## src/rtl/assert_macros.svh

```systemverilog
// assertion macros for the allocator top level
`ifndef ASSERT_MACROS_SVH
`define ASSERT_MACROS_SVH

// consequent must hold in the same cycle as the antecedent
`define FFBA_ASSERT_NOW(label, ante, cons) \
    label: assert property (@(posedge clk) disable iff (!rst_n) (ante) |-> (cons)) \
        else $error("ffba same-cycle check failed");

// consequent must hold in the cycle after the antecedent
`define FFBA_ASSERT_NEXT(label, ante, cons) \
    label: assert property (@(posedge clk) disable iff (!rst_n) (ante) |=> (cons)) \
        else $error("ffba next-cycle check failed");

`endif

```

## src/rtl/ffba_pkg.sv

```systemverilog
// types and constants of the first-fit block allocator
`default_nettype none

package ffba_pkg;

    localparam int MAX_BLOCKS = 64;
    localparam int IDX_W      = $clog2(MAX_BLOCKS);
    localparam int CNT_W      = $clog2(MAX_BLOCKS + 1);
    localparam int SIZE_W     = 32;

    localparam logic [1:0] OP_ALLOC  = 2'd0;
    localparam logic [1:0] OP_FREE   = 2'd1;
    localparam logic [1:0] OP_RESIZE = 2'd2;
    localparam logic [1:0] OP_ARRAY  = 2'd3;

    localparam logic [2:0] ST_OK        = 3'd0;
    localparam logic [2:0] ST_NULL      = 3'd1;
    localparam logic [2:0] ST_NOROOM    = 3'd2;
    localparam logic [2:0] ST_OVERFLOW  = 3'd3;
    localparam logic [2:0] ST_BADHANDLE = 3'd4;

    typedef struct packed {
        logic [SIZE_W-1:0] size;
        logic              free;
    } entry_t;

    typedef struct packed {
        logic             we;
        logic [IDX_W-1:0] waddr;
        entry_t           wdata;
        logic [IDX_W-1:0] raddr;
    } tbl_req_t;

endpackage

`default_nettype wire

```

## src/rtl/ffba_table.sv

```systemverilog
// block table memory: one write port, one registered read port
`default_nettype none

module ffba_table
    import ffba_pkg::*;
(
    input  wire logic     clk,
    input  wire tbl_req_t req,
    output entry_t        rdata
);

    entry_t mem [MAX_BLOCKS];
    entry_t rdata_reg;

    always_ff @(posedge clk)
    begin
        if (req.we)
        begin
            mem[req.waddr] <= req.wdata;
        end
        rdata_reg <= mem[req.raddr];
    end

    assign rdata = rdata_reg;

endmodule

`default_nettype wire

```

## src/rtl/ffba_fit.sv

```systemverilog
// shared size compare unit: entry size against the needed size
`default_nettype none

module ffba_fit
    import ffba_pkg::*;
(
    input  wire entry_t            entry,
    input  wire logic [SIZE_W-1:0] need,
    output logic                   big_enough,
    output logic                   fit
);

    assign big_enough = (entry.size >= need);
    // a candidate must be free and large enough
    assign fit        = entry.free & big_enough;

endmodule

`default_nettype wire

```

## src/rtl/first_fit_block_allocator_top.sv

```systemverilog
// first-fit block allocator: sequencer, table and shared compare unit
// a null, zero-size or bad-handle command is answered straight from idle; free
//   reads the entry and releases it; resize reads its entry and keeps it or rescans
//   for a new one and releases the old one; allocate walks the table, one table read
//   per cycle with a compare behind it; array allocate multiplies and checks first
// the block works on one command at a time
// the result beat shows for one cycle under done and cannot be stalled
// reset clears the sequencer, the result strobe and the block count; entries stay
`default_nettype none

`include "assert_macros.svh"

module first_fit_block_allocator_top
    import ffba_pkg::*;
(
    input  wire logic              clk,
    input  wire logic              rst_n,
    input  wire logic              start,
    output logic                   busy,
    input  wire logic [1:0]        op,
    input  wire logic [SIZE_W-1:0] request_size,
    input  wire logic [SIZE_W-1:0] element_size,
    input  wire logic [IDX_W-1:0]  handle,
    input  wire logic              handle_present,
    output logic                   done,
    output logic [IDX_W-1:0]       result_handle,
    output logic [2:0]             status,
    output logic                   reused
);

    // sequencer states
    localparam logic [2:0] S_IDLE  = 3'd0;
    localparam logic [2:0] S_MUL   = 3'd1; // element count times element size
    localparam logic [2:0] S_MCHK  = 3'd2; // overflow check on the product
    localparam logic [2:0] S_HREAD = 3'd3; // read the entry named by the handle
    localparam logic [2:0] S_HDATA = 3'd4; // entry data back: release, keep or rescan
    localparam logic [2:0] S_SCAN  = 3'd5; // first-fit walk over the table
    localparam logic [2:0] S_REL   = 3'd6; // release the old entry

    logic [2:0]          state_reg,     state_next;
    logic [1:0]          op_reg,        op_next;
    logic [IDX_W-1:0]    h_reg,         h_next;
    logic [SIZE_W-1:0]   need_reg,      need_next;
    logic [SIZE_W-1:0]   esz_reg,       esz_next;
    logic [2*SIZE_W-1:0] prod_reg,      prod_next;
    logic [SIZE_W-1:0]   hsize_reg,     hsize_next;
    logic [CNT_W-1:0]    count_reg,     count_next;
    logic [CNT_W-1:0]    rd_idx_reg,    rd_idx_next;
    logic                chk_valid_reg, chk_valid_next;
    logic [IDX_W-1:0]    chk_idx_reg,   chk_idx_next;
    logic [IDX_W-1:0]    gidx_reg,      gidx_next;
    logic                greuse_reg,    greuse_next;
    logic                done_reg,      done_next;
    logic [IDX_W-1:0]    handle_reg,    handle_out_next;
    logic [2:0]          status_reg,    status_next;
    logic                reused_reg,    reused_next;

    tbl_req_t tbl_req;
    entry_t   tbl_rdata;
    logic     big_enough;
    logic     fit;
    logic     issue;
    logic     hit;
    logic     last_entry;

    ffba_table u_table (
        .clk   (clk),
        .req   (tbl_req),
        .rdata (tbl_rdata)
    );

    // one compare unit serves both the handle check and the scan
    ffba_fit u_fit (
        .entry      (tbl_rdata),
        .need       (need_reg),
        .big_enough (big_enough),
        .fit        (fit)
    );

    // scan pipeline: address goes out one cycle, data is compared the next
    assign issue      = (rd_idx_reg < count_reg);
    assign hit        = chk_valid_reg & fit;
    assign last_entry = ((CNT_W'(h_reg) + CNT_W'(1)) == count_reg);

    always_comb
    begin
        state_next      = state_reg;
        op_next         = op_reg;
        h_next          = h_reg;
        need_next       = need_reg;
        esz_next        = esz_reg;
        prod_next       = prod_reg;
        hsize_next      = hsize_reg;
        count_next      = count_reg;
        rd_idx_next     = rd_idx_reg;
        chk_valid_next  = 1'b0;
        chk_idx_next    = chk_idx_reg;
        gidx_next       = gidx_reg;
        greuse_next     = greuse_reg;
        done_next       = 1'b0;
        handle_out_next = handle_reg;
        status_next     = status_reg;
        reused_next     = reused_reg;

        tbl_req.we    = 1'b0;
        tbl_req.waddr = h_reg;
        tbl_req.wdata = '{size: hsize_reg, free: 1'b1};
        tbl_req.raddr = (state_reg == S_SCAN) ? rd_idx_reg[IDX_W-1:0] : h_reg;

        case (state_reg)
            S_IDLE:
            begin
                if (start)
                begin
                    op_next         = op;
                    h_next          = handle;
                    need_next       = request_size;
                    esz_next        = element_size;
                    rd_idx_next     = '0;
                    handle_out_next = '0;
                    reused_next     = 1'b0;
                    case (op)
                        OP_ALLOC:
                        begin
                            if (request_size == '0)
                            begin
                                done_next   = 1'b1;
                                status_next = ST_NULL;
                            end
                            else
                            begin
                                state_next = S_SCAN;
                            end
                        end
                        OP_FREE:
                        begin
                            if (!handle_present)
                            begin
                                done_next   = 1'b1;
                                status_next = ST_NULL;
                            end
                            else if (CNT_W'(handle) >= count_reg)
                            begin
                                done_next   = 1'b1;
                                status_next = ST_BADHANDLE;
                            end
                            else
                            begin
                                state_next = S_HREAD;
                            end
                        end
                        OP_RESIZE:
                        begin
                            // a null handle or a zero size acts as a plain allocate
                            if (request_size == '0)
                            begin
                                done_next   = 1'b1;
                                status_next = ST_NULL;
                            end
                            else if (!handle_present)
                            begin
                                op_next    = OP_ALLOC;
                                state_next = S_SCAN;
                            end
                            else if (CNT_W'(handle) >= count_reg)
                            begin
                                done_next   = 1'b1;
                                status_next = ST_BADHANDLE;
                            end
                            else
                            begin
                                state_next = S_HREAD;
                            end
                        end
                        default:
                        begin
                            if (request_size == '0 || element_size == '0)
                            begin
                                done_next   = 1'b1;
                                status_next = ST_NULL;
                            end
                            else
                            begin
                                state_next = S_MUL;
                            end
                        end
                    endcase
                end
            end

            S_MUL:
            begin
                prod_next  = {{SIZE_W{1'b0}}, need_reg} * {{SIZE_W{1'b0}}, esz_reg};
                state_next = S_MCHK;
            end

            S_MCHK:
            begin
                if (prod_reg[2*SIZE_W-1:SIZE_W] != '0)
                begin
                    done_next   = 1'b1;
                    status_next = ST_OVERFLOW;
                    state_next  = S_IDLE;
                end
                else
                begin
                    need_next  = prod_reg[SIZE_W-1:0];
                    state_next = S_SCAN;
                end
            end

            S_HREAD:
            begin
                state_next = S_HDATA;
            end

            S_HDATA:
            begin
                hsize_next = tbl_rdata.size;
                if (op_reg == OP_FREE)
                begin
                    state_next = S_REL;
                end
                else if (big_enough)
                begin
                    // block already large enough, keep it
                    done_next       = 1'b1;
                    status_next     = ST_OK;
                    handle_out_next = h_reg;
                    state_next      = S_IDLE;
                end
                else
                begin
                    state_next = S_SCAN;
                end
            end

            S_SCAN:
            begin
                chk_valid_next = issue;
                chk_idx_next   = rd_idx_reg[IDX_W-1:0];
                if (issue)
                begin
                    rd_idx_next = rd_idx_reg + CNT_W'(1);
                end
                if (hit)
                begin
                    // reuse the first free entry that fits, size unchanged
                    chk_valid_next = 1'b0;
                    tbl_req.we     = 1'b1;
                    tbl_req.waddr  = chk_idx_reg;
                    tbl_req.wdata  = '{size: tbl_rdata.size, free: 1'b0};
                    gidx_next      = chk_idx_reg;
                    greuse_next    = 1'b1;
                    if (op_reg == OP_RESIZE)
                    begin
                        state_next = S_REL;
                    end
                    else
                    begin
                        done_next       = 1'b1;
                        status_next     = ST_OK;
                        handle_out_next = chk_idx_reg;
                        reused_next     = 1'b1;
                        state_next      = S_IDLE;
                    end
                end
                else if (!issue)
                begin
                    chk_valid_next = 1'b0;
                    if (count_reg == CNT_W'(MAX_BLOCKS))
                    begin
                        done_next   = 1'b1;
                        status_next = ST_NOROOM;
                        state_next  = S_IDLE;
                    end
                    else
                    begin
                        // append a new entry at the end of the table
                        tbl_req.we    = 1'b1;
                        tbl_req.waddr = count_reg[IDX_W-1:0];
                        tbl_req.wdata = '{size: need_reg, free: 1'b0};
                        count_next    = count_reg + CNT_W'(1);
                        gidx_next     = count_reg[IDX_W-1:0];
                        greuse_next   = 1'b0;
                        if (op_reg == OP_RESIZE)
                        begin
                            state_next = S_REL;
                        end
                        else
                        begin
                            done_next       = 1'b1;
                            status_next     = ST_OK;
                            handle_out_next = count_reg[IDX_W-1:0];
                            state_next      = S_IDLE;
                        end
                    end
                end
            end

            S_REL:
            begin
                // pop the last entry, otherwise mark it free
                if (last_entry)
                begin
                    count_next = count_reg - CNT_W'(1);
                end
                else
                begin
                    tbl_req.we = 1'b1;
                end
                done_next   = 1'b1;
                status_next = ST_OK;
                state_next  = S_IDLE;
                if (op_reg == OP_RESIZE)
                begin
                    handle_out_next = gidx_reg;
                    reused_next     = greuse_reg;
                end
            end

            default:
            begin
                state_next = S_IDLE;
            end
        endcase
    end

    always_ff @(posedge clk or negedge rst_n)
    begin
        if (!rst_n)
        begin
            state_reg     <= S_IDLE;
            count_reg     <= '0;
            chk_valid_reg <= 1'b0;
            done_reg      <= 1'b0;
        end
        else
        begin
            state_reg     <= state_next;
            count_reg     <= count_next;
            chk_valid_reg <= chk_valid_next;
            done_reg      <= done_next;
        end
    end

    // payload registers, no reset needed
    always_ff @(posedge clk)
    begin
        op_reg      <= op_next;
        h_reg       <= h_next;
        need_reg    <= need_next;
        esz_reg     <= esz_next;
        prod_reg    <= prod_next;
        hsize_reg   <= hsize_next;
        rd_idx_reg  <= rd_idx_next;
        chk_idx_reg <= chk_idx_next;
        gidx_reg    <= gidx_next;
        greuse_reg  <= greuse_next;
        handle_reg  <= handle_out_next;
        status_reg  <= status_next;
        reused_reg  <= reused_next;
    end

    assign busy          = (state_reg != S_IDLE);
    assign done          = done_reg;
    assign result_handle = handle_reg;
    assign status        = status_reg;
    assign reused        = reused_reg;

    // result beat only ever appears once the sequencer is back in idle
    `FFBA_ASSERT_NOW(a_done_idle, done, !busy)
    // an accepted command either answers at once or keeps the block busy
    `FFBA_ASSERT_NEXT(a_start_moves, start && !busy, busy || done)
    // the table never holds more entries than it has room for
    `FFBA_ASSERT_NOW(a_count_max, 1'b1, count_reg <= CNT_W'(MAX_BLOCKS))
    // a reused grant points at an entry that is still in the table
    `FFBA_ASSERT_NOW(a_reuse_inside, done && reused, CNT_W'(result_handle) < count_reg)

endmodule

`default_nettype wire

```

## config.mk

```make
export PLATFORM = sky130hd
export DESIGN_NAME = first_fit_block_allocator_top
export DESIGN_NICKNAME = d
export VERILOG_FILES = /design/src/rtl/ffba_pkg.sv /design/src/rtl/ffba_table.sv /design/src/rtl/ffba_fit.sv /design/src/rtl/first_fit_block_allocator_top.sv
export VERILOG_INCLUDE_DIRS = /design/src /design/src/rtl
export SDC_FILE = /design/constraint.sdc
export NUM_CORES = 2
export LEC_CHECK = 0
export BUFFER_PORTS_ARGS = -buffer_cell sky130_fd_sc_hd__buf_2
export CORE_MARGIN = 5
export CORE_UTILIZATION = 55
export CTS_CLUSTER_DIAMETER = 150
export DETAILED_ROUTE_END_ITERATION = 8
export PLACE_DENSITY = 0.71
export SLEW_MARGIN = 20
export SYNTH_ARGS = -nofsm -noshare
export SYNTH_HDL_FRONTEND = slang
export SYNTH_HIERARCHICAL = 1
export SYNTH_SLANG_ARGS = --single-unit
```

## constraint.sdc

```tcl
create_clock -name clk -period 8.5 [get_ports clk]
set_input_delay 1.7 -clock clk [delete_from_list [all_inputs] [get_ports clk]]
set_output_delay 1.7 -clock clk [all_outputs]
set_load 0.02 [all_outputs]
```

# --- After elaboration in Yosys (flattened, before gate mapping) ---
# Memories as Yosys holds them, arrays and structs flattened. A register that Yosys moved wholly into a read port is not among the register bits.
# Index checks and enable logic that the tools add are counted.
# W data, S select, Z words.
totals:
  inputBits: 76
  ram_bits: 2112
  ff_bits: 210
  memories: 1
  wordCells: 180
classes:
  eq_ne: 36
  reduce_logical: 22
  n_mux: 94
  bitwise: 2
  n_mul: 1
  n_addsub: 4
  order_cmp: 3
memory_table:
  columns: ["name", "words", "width", "read_ports", "rd_clocked_by_memory_dff", "write_ports", "line", "rtl"]
  rows:
  - ["u_table.mem", 64, 33, 1, 1, 1, "ffba_table.sv:12", "entry_t mem [MAX_BLOCKS];"]
op_table:
  columns: ["operator", "n"]
  rows:
  - ["$mux W40", 3]
  - ["$mux W3", 28]
  - ["$mux W6", 13]
  - ["$logic_not A32 Y1", 2]
  - ["$mul A32 B32 Y64", 1]
  - ["$mux W32", 2]
  - ["$pmux W32 S2", 1]
  - ["$mux W7", 6]
  - ["$mux W39", 1]
  - ["$ge A32 B32 Y1", 1]
  - ["$reduce_bool A32 Y1", 1]
  - ["$pmux W7 S2", 2]
  - ["$mux W1", 26]
  - ["$ne A2 B2 Y1 const B", 13]
  - ["$pmux W6 S4", 1]
  - ["$ne A3 B3 Y1 const B", 6]
  - ["$pmux W3 S3", 2]
  - ["$pmux W3 S6", 1]
  - ["$pmux W3 S5", 1]
  - ["$add A7 B1 Y7 const B", 2]
  - ["$ne A5 B2 Y1 const B", 2]
  - ["$reduce_and A5 Y1", 2]
  - ["$eq A3 B3 Y1 const B", 3]
  - ["$reduce_and A3 Y1", 3]
  - ["other kinds (28)", 39]

# --- Longest topological paths before layout ---
depth:
  depth_word: 7
  ltp_mapped: 27
  depth_no_buf: 25

# --- Hierarchy ---
# Netlist, hierarchy kept.
by_module_without_submodules:
  columns: ["module", "instances", "area_per_inst_um2", "cells_each", "seq_area_each_um2"]
  rows:
  - ["ffba_table", 1, 81094.0, 3610, 64081.5]
  - ["first_fit_block_allocator_top", 1, 42635.9, 4337, 6246.0]
  - ["ffba_fit", 1, 803.3, 114, 0.0]

# --- Worst setup path after synthesis ---
# OpenSTA, ideal clock, no wires.
synth_path:
  path_type: "register -> register"
  start: "register need_reg[21]"
  end: "register prod_reg[56], data pin"
  path_stages_with_launch: 26
  synth_period_minus_slack_ps: 7053
  arrival_ps: 6792
  slack_ps: 1447
  cell_sequence: "edfxtp_1 -> clkbuf_1 -> and2_1 -> fa_1 -> inv_1 -> fa_1 -> fa_1 -> fa_1 -> inv_1 -> fa_1 -> fa_1 -> fa_1 -> inv_1 -> fa_1 -> inv_1 -> ha_1 -> buf_4 -> nand2_1 -> nor2_1 -> a22o_2 -> o41ai_2 -> a211oi_2 -> o21ai_2 -> o221a_4 -> o21ai_2 -> xor2_1"
synth_between:
  elab_chain_len: 1
synth_rtl:
  columns: ["item", "line", "rtl"]
  rows:
  - ["start, declared", "first_fit_block_allocator_top.sv:43", "logic [SIZE_W-1:0] need_reg, need_next;"]
  - ["start signal, assigned", "first_fit_block_allocator_top.sv:352", "need_reg <= need_next;"]
  - ["$mul A32 B32 Y64", "first_fit_block_allocator_top.sv:193", "prod_next = {{SIZE_W{1'b0}}, need_reg} * {{SIZE_W{1'b0}}, esz_reg};"]
  - ["end signal, assigned", "first_fit_block_allocator_top.sv:354", "prod_reg <= prod_next;"]
  - ["end, declared", "first_fit_block_allocator_top.sv:45", "logic [2*SIZE_W-1:0] prod_reg, prod_next;"]
# No other way between the ends.
# A chain may end at the register's enable or synchronous reset.

# --- Worst setup path after layout ---
layout_path:
  start: "register need_reg[11]"
  end: "register prod_reg[59], data pin"
# The elaborated chain is that of the path after synthesis.

==> out/results.ini <==
[run_status]
outcome=completed

[synth]
synth_area_um2=124500
synth-seq-cells=2355
ys_top_cells_by_area=edfxtp_1, fa_1, mux4_2
ys_warn_count=6
synth-xor-area-share_pct=0.5415
seq_area_frac_synth_pct=56.47
synth_area_leader_cell=edfxtp_1
synth_top_family_by_area=adder cells
synthDistinctLibCells=92
synth_fa_ha_area_share_pct=17.61
synthCells=8061
synthSimpleGateAreaFrac_pct=7.247
synth_compound_area_share_pct=3.752
syn_area_per_cell_um2=15.45
synth_top_area_share_pct=55.70
muxShareOfSynthArea_pct=9.990
synth_nets=9352
synthFlopType=edfxtp_1
synth_edf_count=2310
async_flop_share_pct=0.5096

[grt]
grt_max_degree=87
antenna_found_initial=10
grt_pass1_wl_um=490300
grt_pass1_vias=73875
grt.total_usage_pct=28.02
grt.overflow.total=0

[finish]
fillCellCount=16293
regArea_um2=70330
multi_input_area_um2=49970
largest_reg_flops=2112
fin_area_um2=138100
syn_to_final_growth_pct=10.89
final_nets=9515
layout-drive-gt1-share_pct=16.69

[placed_design]
dp_hpwl_um=219700
gp_congestion=0.9092
placed_cell_area_um2=130400
pre_cts_slack_ns=0.2179
port_buffers=87

[route]
dr.pass1.iters=6
finalWirelength_um=328200
vias=71128
avgRoutedWirePerCell_um=28.73
avgViaCountPerCell=6.226
drtIter0Drc=8282
drc=0
ant_nets=0

[die]
ios=88
die_w_um=485.8
start_util_pct=55.32
std_cell_rows=174
dieArea_um2=236000
coreArea_um2=225100
die_h_um=485.8

[setup_path]
crit_fanout=12
critical_path.most_common_cell=fa_1
worst-setup-path-type=flip-flop to flip-flop
max_stage_delay_ns=0.67
slowest_stage=edfxtp_1
critPathArrivalTime_ns=8.87
required_ns=9.16
crit_path_start_kind=flip-flop
crit_path_end_kind=flip-flop

[sta]
worstMarginPinSlew_ns=1.140
finalCritPeriodShare_pct=96.58
fin_setup_tns_ns=0
fmax_mhz=121.8
fin_skew_ns=0.07306
finalWorstSetupSlack_ns=0.2905
rsz0062_at_grt=no
holdWs_ns=0.4899
fin_crit_ns=8.210
report.final.setup_viol=0
max_slew_margin_pct=23.82
slew_viol_final=0
finalHoldViolCount=0

[worst_hold_path]
min_path_type=flip-flop to flip-flop

[cts]
cts_buffer_depth=3
cts_buffers=231
cts.clk_slew.worst_paths_ns=0.07
tritoncts=done
h-tree-depth=4
cts-root-buf=clkbuf_16
insertion_delay_ns=0.91
numClockSinks=2355

[run]
maxCapViolations=0

## cell usage in the layout, fill, tap and decap left out, types with 67 or more instances in the layout
master     Yosys  final
nand2_1      610    606
a22oi_1      109    109
clkbuf_16      0    231
nand4_1       89     89
mux2i_1      113    113
and2_1       605    605
buf_2         69     87
fa_1         897    897
edfxtp_1    2310   2310
nor2_1       147     78
inv_1        914    913
ha_1         318    318
buf_4         13    268
mux4_2       484    484
nand3_1       87     86
nor2_4         0     67
a21oi_1      101    100
## metal layers
metal	vias up	routed length [um]	GRT usage, %
li1	29361	-	-
met1	37308	122800	38.34
met2	3880	159100	45.52
met3	577	33100	5.374
met4	2	13170	10.16
met5	-	10	0
## Yosys cell counts (7+ instances only)
| cell | number |
|---|---|
| o221ai_1 | 57 |
| a211oi_1 | 46 |
| o22ai_1 | 58 |
| or3_1 | 7 |
| a221oi_1 | 11 |
| clkbuf_1 | 334 |
| nand2b_1 | 21 |
| a31oi_1 | 19 |
| mux4_2 | 484 |
| ha_1 | 318 |
| a21o_1 | 45 |
| edfxtp_1 | 2310 |
| buf_6 | 22 |
| xor2_1 | 23 |
| or2_2 | 10 |
| o21bai_1 | 14 |
| buf_4 | 13 |
| o2bb2ai_1 | 38 |
| mux2_2 | 35 |
| nand3b_1 | 7 |
| buf_2 | 69 |
| nor3_1 | 30 |
| nand2_1 | 610 |
| dfrtp_1 | 12 |
| o211ai_1 | 11 |
| inv_1 | 914 |
| dfxtp_1 | 33 |
| xnor2_1 | 54 |
| mux2i_1 | 113 |
| buf_1 | 12 |
| nor2_1 | 147 |
| o21ai_1 | 9 |
| nor4_1 | 33 |
| a22oi_1 | 109 |
| nand4_1 | 89 |
| o21ai_0 | 62 |
| and3_1 | 34 |
| a41oi_1 | 7 |
| and2_1 | 605 |
| a21oi_1 | 101 |
| nand3_1 | 87 |
| nor2b_1 | 53 |
| fa_1 | 897 |
| a21boi_0 | 8 |
## critical path: cells and delay by family (launching register included)
family,cells,cell delay (ns)
buf+inv,6,0.73
fa+ha+maj,9,4.37
compound gates,8,1.87
simple gates,1,0.17
flops,1,0.67
xor+xnor,1,0.16
## worst paths after layout
path	endpoint	startpoint	cells past startpoint	slack [ns]
setup / recovery	prod_reg[59]$_DFFE_PP_	need_reg[11]$_DFFE_PP_	25	0.29
hold / removal	hsize_reg[1]$_DFFE_PP_	u_table/rdata[2]$_DFF_P_	0	0.49
setup reg to reg	prod_reg[59]$_DFFE_PP_	need_reg[11]$_DFFE_PP_	25	0.29
hold reg to reg	hsize_reg[1]$_DFFE_PP_	u_table/rdata[2]$_DFF_P_	0	0.49
max in group asynchronous	count_reg[6]$_DFFE_PN0P_	rst_n	1	7.51
min in group asynchronous	done$_DFF_PN0_	rst_n	1	0.70
## logic make-up after synthesis
family          Yosys count
simple gates           1757
flops                  2355
xor+xnor                 77
buf+inv                1370
fa+ha+maj              1215
mux                     633
compound gates          654
## final cells by class
type                    count  share of cell area, %
diodes                     14                0.02537
flip-flops and latches   2355                  50.93
clock buffers             282                  4.361
well taps                2992                  2.711
clock inverters           146                  1.137
multi-input cells        4336                  36.18
inverters                 916                  2.490
repair buffers            384                  2.167
## stage by stage
stage	util (%)	instances
after global placement	57.92	10975
after detailed placement	57.92	10975
final	61.35	11425
after global routing	61.33	11415
after CTS	61.29	11403
after floorplan	-	8061
## repair_timing
| item | in CTS | in global routing |
|---|---|---|
| hold buffers | 0 | 0 |
| setup buffers | 0 | 8 |
| setup endpoints to repair | 0 | 6 |
| gates resized for setup | 0 | 1 |
Power is left out: the tool's default activity adds up to more than one toggle a clock period on the data nets, which glitch-free logic cannot reach.
